==> config.mk <==
export PLATFORM = sky130hd
export DESIGN_NAME = key_matrix_scan_debouncer_flat
export DESIGN_NICKNAME = d
export VERILOG_FILES = /design/src/rtl/core/kmsd_pkg.sv /design/src/rtl/core/kmsd_in_if.sv /design/src/rtl/core/kmsd_out_if.sv /design/src/rtl/core/kmsd_ctl.sv /design/src/rtl/core/kmsd_dp.sv /design/src/rtl/core/key_matrix_scan_debouncer.sv /design/src/flat_wrapper.sv
export SDC_FILE = /design/constraint.sdc
export NUM_CORES = 1
export LEC_CHECK = 0
export ABC_CLOCK_PERIOD_IN_PS = 7510
export BUFFER_PORTS_ARGS = -buffer_cell sky130_fd_sc_hd__buf_2
export CORE_ASPECT_RATIO = 1.75
export CORE_UTILIZATION = 30
export CTS_BUF_LIST = sky130_fd_sc_hd__clkbuf_16
export CTS_CLUSTER_DIAMETER = 120
export DETAILED_ROUTE_END_ITERATION = 12
export GPL_TIMING_DRIVEN = 0
export HOLD_SLACK_MARGIN = 0.08
export PLACE_DENSITY = 0.49
export RECOVER_POWER = 100
export SYNTH_ARGS = -nofsm -noshare
export SYNTH_HDL_FRONTEND = slang
export SYNTH_SLANG_ARGS = --single-unit
==> constraint.sdc <==
create_clock -name i_clk -period 7.51 [get_ports i_clk]
set_clock_uncertainty 0.15 [all_clocks]
set_input_delay 1.8775 -clock i_clk [delete_from_list [all_inputs] [get_ports i_clk]]
set_output_delay 1.8775 -clock i_clk [all_outputs]
set_load 0.005 [all_outputs]
==> src/rtl/core/kmsd_pkg.sv <==
// Shared constants and controller/datapath handshake types for the key matrix
// scan debouncer. No dependencies.
package kmsd_pkg;

    localparam int COL_W          = 4;
    localparam int ROW_W          = 5;
    localparam int TIME_W         = 32;
    localparam int QUIET_W        = 20;
    localparam int APB_DATA_W     = 32;
    localparam int APB_ADDR_W     = 3;
    localparam int MAX_REPORT     = 16;
    localparam int NUM_COLUMNS_DEF = 16;
    localparam int NUM_ROWS_DEF    = 5;

    localparam logic [QUIET_W-1:0] QUIET_RESET = QUIET_W'(4 * 1000);

    // Register index, taken from the word address bit of paddr
    localparam logic REG_QUIET_TIME = 1'b0;

    typedef struct packed {
        logic accept;   // input transaction taken this cycle
        logic eval;     // end-of-scan timing decision
        logic load;     // load next column into the output register
    } t_ctl_cmd;

    typedef struct packed {
        logic in_valid;
        logic eos;        // end_of_scan of the offered input
        logic out_free;   // output register empty or being taken
        logic last_col;   // column counter at the last reported column
    } t_ctl_sts;

endpackage

==> src/rtl/core/kmsd_in_if.sv <==
// Column sample channel: valid/ready plus sample payload.
// Depends on kmsd_pkg.
interface kmsd_in_if;
    import kmsd_pkg::*;

    logic              valid;
    logic              ready;
    logic [COL_W-1:0]  column;
    logic [ROW_W-1:0]  row_bits;
    logic [TIME_W-1:0] now_us;
    logic              end_of_scan;

    modport source (output valid, column, row_bits, now_us, end_of_scan, input ready);
    modport sink   (input valid, column, row_bits, now_us, end_of_scan, output ready);
endinterface

==> src/rtl/core/kmsd_out_if.sv <==
// Debounced column result channel: valid/ready plus result payload.
// Depends on kmsd_pkg.
interface kmsd_out_if;
    import kmsd_pkg::*;

    logic             valid;
    logic             ready;
    logic [COL_W-1:0] out_column;
    logic [ROW_W-1:0] keys_down;
    logic             latched;
    logic             scan_changed;
    logic             last_of_run;

    modport source (output valid, out_column, keys_down, latched, scan_changed, last_of_run,
                    input ready);
    modport sink   (input valid, out_column, keys_down, latched, scan_changed, last_of_run,
                    output ready);
endinterface

==> src/rtl/core/kmsd_ctl.sv <==
// Sequencing FSM: takes samples, runs the end-of-scan decision, then walks
// the column report. Depends on kmsd_pkg.
module kmsd_ctl (
    input  logic               i_clk,
    input  logic               i_rst_n,
    input  kmsd_pkg::t_ctl_sts i_sts,
    output kmsd_pkg::t_ctl_cmd o_cmd,
    output logic               o_in_ready
);
    import kmsd_pkg::*;

    localparam logic [1:0] ST_IDLE = 2'd0;
    localparam logic [1:0] ST_EVAL = 2'd1;
    localparam logic [1:0] ST_EMIT = 2'd2;

    logic [1:0] r_state;
    logic [1:0] n_state;

    always_comb begin
        n_state    = r_state;
        o_cmd      = '0;
        o_in_ready = 1'b0;
        unique case (r_state)
            ST_IDLE: begin
                o_in_ready   = 1'b1;
                o_cmd.accept = i_sts.in_valid;
                if (i_sts.in_valid && i_sts.eos) begin
                    n_state = ST_EVAL;
                end
            end
            ST_EVAL: begin
                o_cmd.eval = 1'b1;
                n_state    = ST_EMIT;
            end
            ST_EMIT: begin
                o_cmd.load = i_sts.out_free;
                if (i_sts.out_free && i_sts.last_col) begin
                    n_state = ST_IDLE;
                end
            end
            default: begin
                n_state = ST_IDLE;
            end
        endcase
    end

    always_ff @(posedge i_clk) begin
        if (!i_rst_n) begin
            r_state <= ST_IDLE;
        end else begin
            r_state <= n_state;
        end
    end

endmodule

==> src/rtl/core/kmsd_dp.sv <==
// Datapath: previous-scan and debounced stores, quiet timer, config register,
// column counter and output register. Depends on kmsd_pkg and the channel interfaces.
module kmsd_dp #(
    parameter int NUM_COLUMNS = kmsd_pkg::NUM_COLUMNS_DEF,
    parameter int NUM_ROWS    = kmsd_pkg::NUM_ROWS_DEF
) (
    input  logic                                i_clk,
    input  logic                                i_rst_n,
    kmsd_in_if.sink                             i_in,
    kmsd_out_if.source                          o_out,
    input  kmsd_pkg::t_ctl_cmd                  i_cmd,
    output kmsd_pkg::t_ctl_sts                  o_sts,
    input  logic                                i_cfg_we,
    input  logic [kmsd_pkg::QUIET_W-1:0]        i_cfg_wdata,
    output logic [kmsd_pkg::QUIET_W-1:0]        o_quiet
);
    import kmsd_pkg::*;

    localparam int REP = (NUM_COLUMNS > MAX_REPORT) ? MAX_REPORT : NUM_COLUMNS;
    localparam int K_W = (REP > 1) ? $clog2(REP) : 1;
    localparam logic [ROW_W-1:0] ROW_MASK =
        (NUM_ROWS >= ROW_W) ? {ROW_W{1'b1}} : ROW_W'((1 << NUM_ROWS) - 1);
    localparam logic [COL_W:0] COL_LIMIT = (NUM_COLUMNS > MAX_REPORT) ?
        (COL_W+1)'(MAX_REPORT) : (COL_W+1)'(NUM_COLUMNS);
    localparam logic [K_W-1:0] K_LAST = K_W'(REP - 1);

    logic [ROW_W-1:0]   r_prev [REP];
    logic [ROW_W-1:0]   r_deb  [REP];
    logic               r_change_seen;
    logic [TIME_W-1:0]  r_last_us;
    logic [TIME_W-1:0]  r_now;
    logic               r_changed;
    logic               r_latch;
    logic [QUIET_W-1:0] r_quiet;
    logic [K_W-1:0]     r_k;

    logic               r_out_valid;
    logic [COL_W-1:0]   r_out_column;
    logic [ROW_W-1:0]   r_out_keys;
    logic               r_out_latched;
    logic               r_out_changed;
    logic               r_out_last;

    logic [ROW_W-1:0]   w_bits;
    logic               w_in_range;
    logic [K_W-1:0]     w_col_idx;
    logic               w_diff;
    logic [TIME_W-1:0]  w_elapsed;
    logic               w_latch;

    assign w_bits     = i_in.row_bits & ROW_MASK;
    assign w_in_range = {1'b0, i_in.column} < COL_LIMIT;
    assign w_col_idx  = i_in.column[K_W-1:0];
    assign w_diff     = w_in_range && (r_prev[w_col_idx] != w_bits);

    // A change this scan blocks the latch and resets the timer to now.
    assign w_elapsed = r_now - r_last_us;
    assign w_latch   = !r_changed && (w_elapsed > TIME_W'(r_quiet));

    assign o_sts.in_valid = i_in.valid;
    assign o_sts.eos      = i_in.end_of_scan;
    assign o_sts.out_free = !r_out_valid || o_out.ready;
    assign o_sts.last_col = (r_k == K_LAST);

    always_ff @(posedge i_clk) begin
        if (!i_rst_n) begin
            for (int i = 0; i < REP; i++) begin
                r_prev[i] <= '0;
                r_deb[i]  <= '0;
            end
            r_change_seen <= 1'b0;
            r_last_us     <= '0;
            r_changed     <= 1'b0;
            r_latch       <= 1'b0;
            r_quiet       <= QUIET_RESET;
            r_k           <= '0;
            r_out_valid   <= 1'b0;
        end else begin
            if (i_cfg_we) begin
                r_quiet <= i_cfg_wdata;
            end

            if (i_cmd.accept) begin
                if (w_in_range) begin
                    r_prev[w_col_idx] <= w_bits;
                end
                if (i_in.end_of_scan) begin
                    r_now     <= i_in.now_us;
                    r_changed <= r_change_seen || w_diff;
                end
                if (w_diff) begin
                    r_change_seen <= 1'b1;
                end
            end

            if (i_cmd.eval) begin
                r_change_seen <= 1'b0;
                r_latch       <= w_latch;
                r_k           <= '0;
                if (r_changed || w_latch) begin
                    r_last_us <= r_now;
                end
                if (w_latch) begin
                    for (int i = 0; i < REP; i++) begin
                        r_deb[i] <= r_prev[i];
                    end
                end
            end

            if (i_cmd.load) begin
                r_out_valid <= 1'b1;
                if (r_k != K_LAST) begin
                    r_k <= r_k + 1'b1;
                end
            end else if (o_out.ready) begin
                r_out_valid <= 1'b0;
            end
        end
    end

    // Result payload, no reset needed
    always_ff @(posedge i_clk) begin
        if (i_cmd.load) begin
            r_out_column  <= COL_W'(r_k);
            r_out_keys    <= r_deb[r_k];
            r_out_latched <= r_latch;
            r_out_changed <= r_changed;
            r_out_last    <= (r_k == K_LAST);
        end
    end

    assign o_out.valid        = r_out_valid;
    assign o_out.out_column   = r_out_column;
    assign o_out.keys_down    = r_out_keys;
    assign o_out.latched      = r_out_latched;
    assign o_out.scan_changed = r_out_changed;
    assign o_out.last_of_run  = r_out_last;
    assign o_quiet            = r_quiet;

endmodule

==> src/rtl/core/key_matrix_scan_debouncer.sv <==
// Key matrix scan debouncer: a column sample that does not end a scan is accepted while idle.
// An end-of-scan sample is accepted, then the EVAL state makes the quiet-timer decision;
// the EMIT state then loads the column results into the output register, one column per cycle
// while the sink is ready (up to MAX_REPORT = 16 results; the column counter walks them).
// No new sample is taken until the last result is loaded. Synchronous active-low reset clears
// both key stores, the timer and change flag, and sets quiet_time_us to 4000.
module key_matrix_scan_debouncer #(
    parameter int NUM_COLUMNS = kmsd_pkg::NUM_COLUMNS_DEF,
    parameter int NUM_ROWS    = kmsd_pkg::NUM_ROWS_DEF
) (
    input  logic                              i_clk,
    input  logic                              i_rst_n,
    kmsd_in_if.sink                           i_in_ch,
    kmsd_out_if.source                        o_out_ch,
    input  logic                              psel,
    input  logic                              penable,
    input  logic                              pwrite,
    input  logic [kmsd_pkg::APB_ADDR_W-1:0]   paddr,
    input  logic [kmsd_pkg::APB_DATA_W-1:0]   pwdata,
    output logic [kmsd_pkg::APB_DATA_W-1:0]   prdata,
    output logic                              pready
);
    import kmsd_pkg::*;

    t_ctl_cmd           w_cmd;
    t_ctl_sts           w_sts;
    logic               w_in_ready;
    logic               w_cfg_we;
    logic               w_reg_sel;
    logic [QUIET_W-1:0] w_quiet;

    // Word address bit picks the register; byte offset bits are ignored
    assign w_reg_sel = paddr[APB_ADDR_W-1];
    assign w_cfg_we  = psel && penable && pwrite && (w_reg_sel == REG_QUIET_TIME);
    assign pready    = 1'b1;
    assign prdata    = (w_reg_sel == REG_QUIET_TIME) ? APB_DATA_W'(w_quiet) : '0;

    assign i_in_ch.ready = w_in_ready;

    kmsd_ctl u_ctl (
        .i_clk      (i_clk),
        .i_rst_n    (i_rst_n),
        .i_sts      (w_sts),
        .o_cmd      (w_cmd),
        .o_in_ready (w_in_ready)
    );

    kmsd_dp #(
        .NUM_COLUMNS (NUM_COLUMNS),
        .NUM_ROWS    (NUM_ROWS)
    ) u_dp (
        .i_clk       (i_clk),
        .i_rst_n     (i_rst_n),
        .i_in        (i_in_ch),
        .o_out       (o_out_ch),
        .i_cmd       (w_cmd),
        .o_sts       (w_sts),
        .i_cfg_we    (w_cfg_we),
        .i_cfg_wdata (pwdata[QUIET_W-1:0]),
        .o_quiet     (w_quiet)
    );

endmodule

==> src/flat_wrapper.sv <==
// flat-port wrapper written by rule: the top's interface ports become plain ports
module key_matrix_scan_debouncer_flat import kmsd_pkg::*;
#(
    parameter int NUM_COLUMNS = kmsd_pkg::NUM_COLUMNS_DEF,
    parameter int NUM_ROWS    = kmsd_pkg::NUM_ROWS_DEF
)
  (i_clk, i_rst_n, psel, penable, pwrite, paddr, pwdata, prdata, pready, i_in_ch_valid, i_in_ch_column, i_in_ch_row_bits, i_in_ch_now_us, i_in_ch_end_of_scan, i_in_ch_ready, o_out_ch_valid, o_out_ch_out_column, o_out_ch_keys_down, o_out_ch_latched, o_out_ch_scan_changed, o_out_ch_last_of_run, o_out_ch_ready);
  kmsd_in_if i_in_ch_i ();
  kmsd_out_if o_out_ch_i ();
  input  logic i_clk;
  input  logic i_rst_n;
  input  logic psel;
  input  logic penable;
  input  logic pwrite;
  input  logic [kmsd_pkg::APB_ADDR_W-1:0] paddr;
  input  logic [kmsd_pkg::APB_DATA_W-1:0] pwdata;
  output logic [kmsd_pkg::APB_DATA_W-1:0] prdata;
  output logic pready;
  input wire logic [$bits(i_in_ch_i.valid)-1:0] i_in_ch_valid;
  input wire logic [$bits(i_in_ch_i.column)-1:0] i_in_ch_column;
  input wire logic [$bits(i_in_ch_i.row_bits)-1:0] i_in_ch_row_bits;
  input wire logic [$bits(i_in_ch_i.now_us)-1:0] i_in_ch_now_us;
  input wire logic [$bits(i_in_ch_i.end_of_scan)-1:0] i_in_ch_end_of_scan;
  output wire logic [$bits(i_in_ch_i.ready)-1:0] i_in_ch_ready;
  output wire logic [$bits(o_out_ch_i.valid)-1:0] o_out_ch_valid;
  output wire logic [$bits(o_out_ch_i.out_column)-1:0] o_out_ch_out_column;
  output wire logic [$bits(o_out_ch_i.keys_down)-1:0] o_out_ch_keys_down;
  output wire logic [$bits(o_out_ch_i.latched)-1:0] o_out_ch_latched;
  output wire logic [$bits(o_out_ch_i.scan_changed)-1:0] o_out_ch_scan_changed;
  output wire logic [$bits(o_out_ch_i.last_of_run)-1:0] o_out_ch_last_of_run;
  input wire logic [$bits(o_out_ch_i.ready)-1:0] o_out_ch_ready;
  assign i_in_ch_i.valid = i_in_ch_valid;
  assign i_in_ch_i.column = i_in_ch_column;
  assign i_in_ch_i.row_bits = i_in_ch_row_bits;
  assign i_in_ch_i.now_us = i_in_ch_now_us;
  assign i_in_ch_i.end_of_scan = i_in_ch_end_of_scan;
  assign i_in_ch_ready = i_in_ch_i.ready;
  assign o_out_ch_valid = o_out_ch_i.valid;
  assign o_out_ch_out_column = o_out_ch_i.out_column;
  assign o_out_ch_keys_down = o_out_ch_i.keys_down;
  assign o_out_ch_latched = o_out_ch_i.latched;
  assign o_out_ch_scan_changed = o_out_ch_i.scan_changed;
  assign o_out_ch_last_of_run = o_out_ch_i.last_of_run;
  assign o_out_ch_i.ready = o_out_ch_ready;
  key_matrix_scan_debouncer #(.NUM_COLUMNS(NUM_COLUMNS), .NUM_ROWS(NUM_ROWS)) u_core (.i_clk(i_clk), .i_rst_n(i_rst_n), .i_in_ch(i_in_ch_i), .o_out_ch(o_out_ch_i), .psel(psel), .penable(penable), .pwrite(pwrite), .paddr(paddr), .pwdata(pwdata), .prdata(prdata), .pready(pready));
endmodule
==> flow_summary.toml <==
[route]
routed_wirelength_mm = 38.12
routed-via-count = 9100
wire_per_inst_um = 19.83
drt_iter0_markers = 398
ant_nets = 0
dr.pass1.iters = 4
detail_route.drc_violations = 0
post_drt_via_cell_ratio = 4.732

[finish]
area_growth_syn_to_layout_pct = 14.78
finalNetCount = 1463
drive_gt1_share_pct = 13.67
antenna_cells = 0
final_cells = 1923
layout.cell_area.non_filler_sq_um = 15740
fillers = 4567
utilization_pct = 34.89

[worst_hold_path]
timing.hold.worst.class = "reg2reg"
hold_depth = 0
worstHoldStart = "u_core.u_dp.r_k[2]"
hold_end = "u_core.u_dp.o_out.out_column[2]"

[clock_network]
cts_buffers = 26
post_cts_resized = 0
root_buffer = "sky130_fd_sc_hd__clkbuf_16"
htreeDepth = 1
clock-sinks = 266
cts-hold-fix-buffers = 0
insertion_delay_to_the_later_sink_of_the_worst_skew_pair_ps = 550
tritoncts = "yes"
cts_buffer_depth = 3
cts.repair_timing.setup_buffer_count = 0
cts.reportedPaths.clkPinSlew_ps = 70

[place]
place_inst = 1875
port-buffer-count = 101
weighted_congestion_reported_at_the_end_of_routability_driven_placement = 0.9099
post_dp_cell_area_sq_um = 15010
detailed_place_hpwl_mm = 30.87
preCtsSetupSlack_ps = 1046

[power_and_ir_drop]
power_density_nw_per_um2 = 210.6
total_power_mw = 3.314
leakagePower_nw = 5.592
vdd_ir_drop_max_uv = 172.4

[setup_path]
worst_setup_path_class = "reg2reg"
crit_path_cell_trace = "inv_1 > ha_1 > inv_1 > fa_1 > a211oi_1 > o21ai_0 > a21boi_0 > o211ai_1 > a31oi_1 > o21ai_0 > xor2_1 > ha_1 > a21oi_1 > o21ai_0 > a2111oi_0 > a211oi_1 > a2111oi_0 > nand4_1 > nor4_4 > nor4_1 > clkbuf_1 > and2_0"
crit_path_start_kind = "flop"
crit_cells = 22
crit_path_end_kind = "flop"
critical_path.slowest_cell = "sky130_fd_sc_hd__nor4_1"
timing.critical_path.fanout_max = 10
cp.required_ps = 7770
reg2reg_slack_ps = 870
reg2reg_depth = 22
path_common_cell = "sky130_fd_sc_hd__o21ai_0"
critical_path.n_buffers_inverters = 3
worstReg2RegEnd = "u_core.u_dp.r_deb[4][4]"
regToRegStartpoint = "u_core.u_dp.r_now[0]"
slowest_stage_delay_on_critical_path_ps = 950
crit_family = "compound AO/OA/AOI/OAI gates"
cp.arrival_ps = 6900

[logic_synthesis]
post_synth_instance_area_sq_um = 13710
dominantRegCellSynth = "sky130_fd_sc_hd__edfxtp_1"
synth_simple_gate_area_share_pct = 16.60
yosys-mux-area-fraction_pct = 10.86
post_synth.cell_area_avg_sq_um = 11.57
syn-instance-count = 1185
synth_enable_flop_cells = 204
async_flop_share_pct = 0
seq_area_frac_synth_pct = 53.73
yosys_register_bits = 266
synth_compound_area_share_pct = 7.619
combinational_family_with_the_most_area_after_synthesis = "simple AND/OR/NAND/NOR gates"
synth.lib_cells_used.distinct = 56
ys.warnings.count = 0
synth_xor_xnor_area_share_pct = 1.916
synth_adder_area_share_pct = 4.891

[die]
rows = 103
die-width_um = 163.6
floorplan.core_area_sq_um = 45110
initial_core_util_pct = 30.40
floorplan.io_pins = 131
fp.dieArea_sq_um = 46600
die_h_um = 284.8

[timing]
final_max_slew_viol_count = 33
slew_of_the_pin_with_the_lowest_slew_margin_ps = 1663
max-slew-margin-rel_pct = -10.90
setup_tns_ps = 0
setup_viol = 0
postLayoutSetupSlackWorst_ps = 869.7
hold_violations = 0
timing.final.crit_period_ps = 6640
grt_setup_unrepaired = "no"
whs_ps = 273.0
clock.fmax_ghz = 0.1506
timing.final.crit_share_pct = 88.42

[run]
max_cap_viol_count = 1

[outcome]
failed_checks = "capacitance limit, slew limit"
outcome = "finished, violations left"

[grt]
grt_pass1_vias = 9437
grt_pass1_wl_mm = 56.61
antenna_violations_before_repair = 3
largest_net_degree_at_the_start_of_global_routing = 46
grt-ovfl-total = 0
grt_util_all_layers_pct = 16.54
## worst register-to-register path: cells and delay by family (launching register included)
kind / cells / cell delay (ps)
and+or+nand+nor: 4 / 1430
xor gates and xnor gates: 1 / 340
DFF: 1 / 410
AOI/OAI and AO/OA: 11 / 2730
adders and majority gates: 3 / 830
buffers and inverters: 3 / 610
## sequential cells by signal, indices dropped and copies added, names as in the netlist, 2 cells and up
register / cells
u_core.u_dp.r_deb: 80
u_core.u_dp.o_out.keys_down: 5
u_core.u_dp.r_prev: 80
u_core.u_ctl.r_state: 2
u_core.u_dp.o_quiet: 20
u_core.u_dp.o_out.out_column: 4
u_core.u_dp.r_last_us: 32
u_core.u_dp.r_now: 32
u_core.u_dp.r_k: 4
## kinds of logic (layout without fill, tap and decap cells)
family / count (synthesis) / in the layout
simple gates: 442 / 442
compound gates: 170 / 170
flops: 266 / 266
fa+ha+maj: 53 / 53
mux: 86 / 86
buf+inv: 136 / 286
xor+xnor: 30 / 30
other cells: 2 / 13
## metal layers
layer  up-vias  part of all wire, %  GRT usage [%]
li1       4486                    -              -
met1      4365                   32          14.64
met2       171                   60          34.98
met3        78                  2.6          1.644
met4         0                  5.0          8.310
met5         -                    0              0
## where the power goes
group          internal (mW)  total, mW  switching [mW]
Clock                  0.718       1.29           0.571
Sequential              1.65       1.67          0.0259
Combinational          0.137      0.353           0.216
## synth_stat cells (12+ instances only)
| cell | count | area share, % |
|---|---|---|
| sky130_fd_sc_hd__buf_4 | 13 | 0.71 |
| sky130_fd_sc_hd__mux2i_1 | 34 | 2.5 |
| sky130_fd_sc_hd__ha_1 | 52 | 4.7 |
| sky130_fd_sc_hd__clkbuf_1 | 44 | 1.2 |
| sky130_fd_sc_hd__mux4_2 | 50 | 8.2 |
| sky130_fd_sc_hd__xnor2_1 | 19 | 1.2 |
| sky130_fd_sc_hd__and2_1 | 164 | 7.5 |
| sky130_fd_sc_hd__inv_1 | 61 | 1.7 |
| sky130_fd_sc_hd__dfxtp_1 | 62 | 9.1 |
| sky130_fd_sc_hd__nor2_1 | 62 | 1.7 |
| sky130_fd_sc_hd__o211ai_1 | 12 | 0.66 |
| sky130_fd_sc_hd__edfxtp_1 | 204 | 45 |
| sky130_fd_sc_hd__nand2_1 | 142 | 3.9 |
| sky130_fd_sc_hd__nand4_1 | 18 | 0.82 |
| sky130_fd_sc_hd__o21ai_0 | 39 | 1.4 |
| sky130_fd_sc_hd__nand2b_1 | 13 | 0.59 |
| sky130_fd_sc_hd__a21oi_1 | 65 | 2.4 |
## worst max path at each step
stage                          from                       to  slack (ps)
4_1_cts        u_core.u_dp.r_now[0]  u_core.u_dp.r_deb[7][2]        1030
3_3_place_gp   u_core.u_dp.r_now[0]  u_core.u_dp.r_deb[2][0]        -660
2_1_floorplan  u_core.u_dp.r_now[0]  u_core.u_dp.r_deb[0][0]        1060
3_5_place_dp   u_core.u_dp.r_now[0]  u_core.u_dp.r_deb[2][0]        1050
6_report       u_core.u_dp.r_now[0]  u_core.u_dp.r_deb[4][4]         870
5_1_grt        u_core.u_dp.r_now[0]  u_core.u_dp.r_deb[9][0]         490
## layout by cell type, fill, tap and decap left out, types with 5 or more instances in the layout
cell type                   instances
sky130_fd_sc_hd__a21oi_1           66
sky130_fd_sc_hd__o21ai_0           40
sky130_fd_sc_hd__nand3_1           10
sky130_fd_sc_hd__a31oi_1            8
sky130_fd_sc_hd__inv_1             66
sky130_fd_sc_hd__clkinv_1           7
sky130_fd_sc_hd__a21o_1            11
sky130_fd_sc_hd__and2_1            53
sky130_fd_sc_hd__mux2i_1           34
sky130_fd_sc_hd__ha_1              52
sky130_fd_sc_hd__nor3_1            10
sky130_fd_sc_hd__buf_4             13
sky130_fd_sc_hd__a211oi_1           7
sky130_fd_sc_hd__clkbuf_1          83
sky130_fd_sc_hd__conb_1            13
sky130_fd_sc_hd__mux4_2            50
sky130_fd_sc_hd__xor2_1            11
sky130_fd_sc_hd__clkbuf_16         27
sky130_fd_sc_hd__nand2_1          141
sky130_fd_sc_hd__nor2_1            62
sky130_fd_sc_hd__edfxtp_1         204
sky130_fd_sc_hd__buf_2             75
sky130_fd_sc_hd__dfxtp_1           62
sky130_fd_sc_hd__o21a_1             5
sky130_fd_sc_hd__nand4_1           18
sky130_fd_sc_hd__o211ai_1          12
sky130_fd_sc_hd__xnor2_1           19
sky130_fd_sc_hd__or3_1              6
sky130_fd_sc_hd__nand2b_1          13
sky130_fd_sc_hd__and2_0           111
## area by class of cell
type / count / area, sq um / area share, %
Buffer: 75 / 342.8 / 2.178
Timing Repair Buffer: 102 / 481.7 / 3.061
Inverter: 61 / 229.0 / 1.455
Multi-Input combinational cell: 794 / 5773 / 36.68
Sequential cell: 266 / 7367 / 46.81
Clock inverter: 21 / 147.6 / 0.9381
Tap cell: 577 / 721.9 / 4.587
Clock buffer: 27 / 675.6 / 4.293
Note: power is estimated with default switching activity, not from simulation.
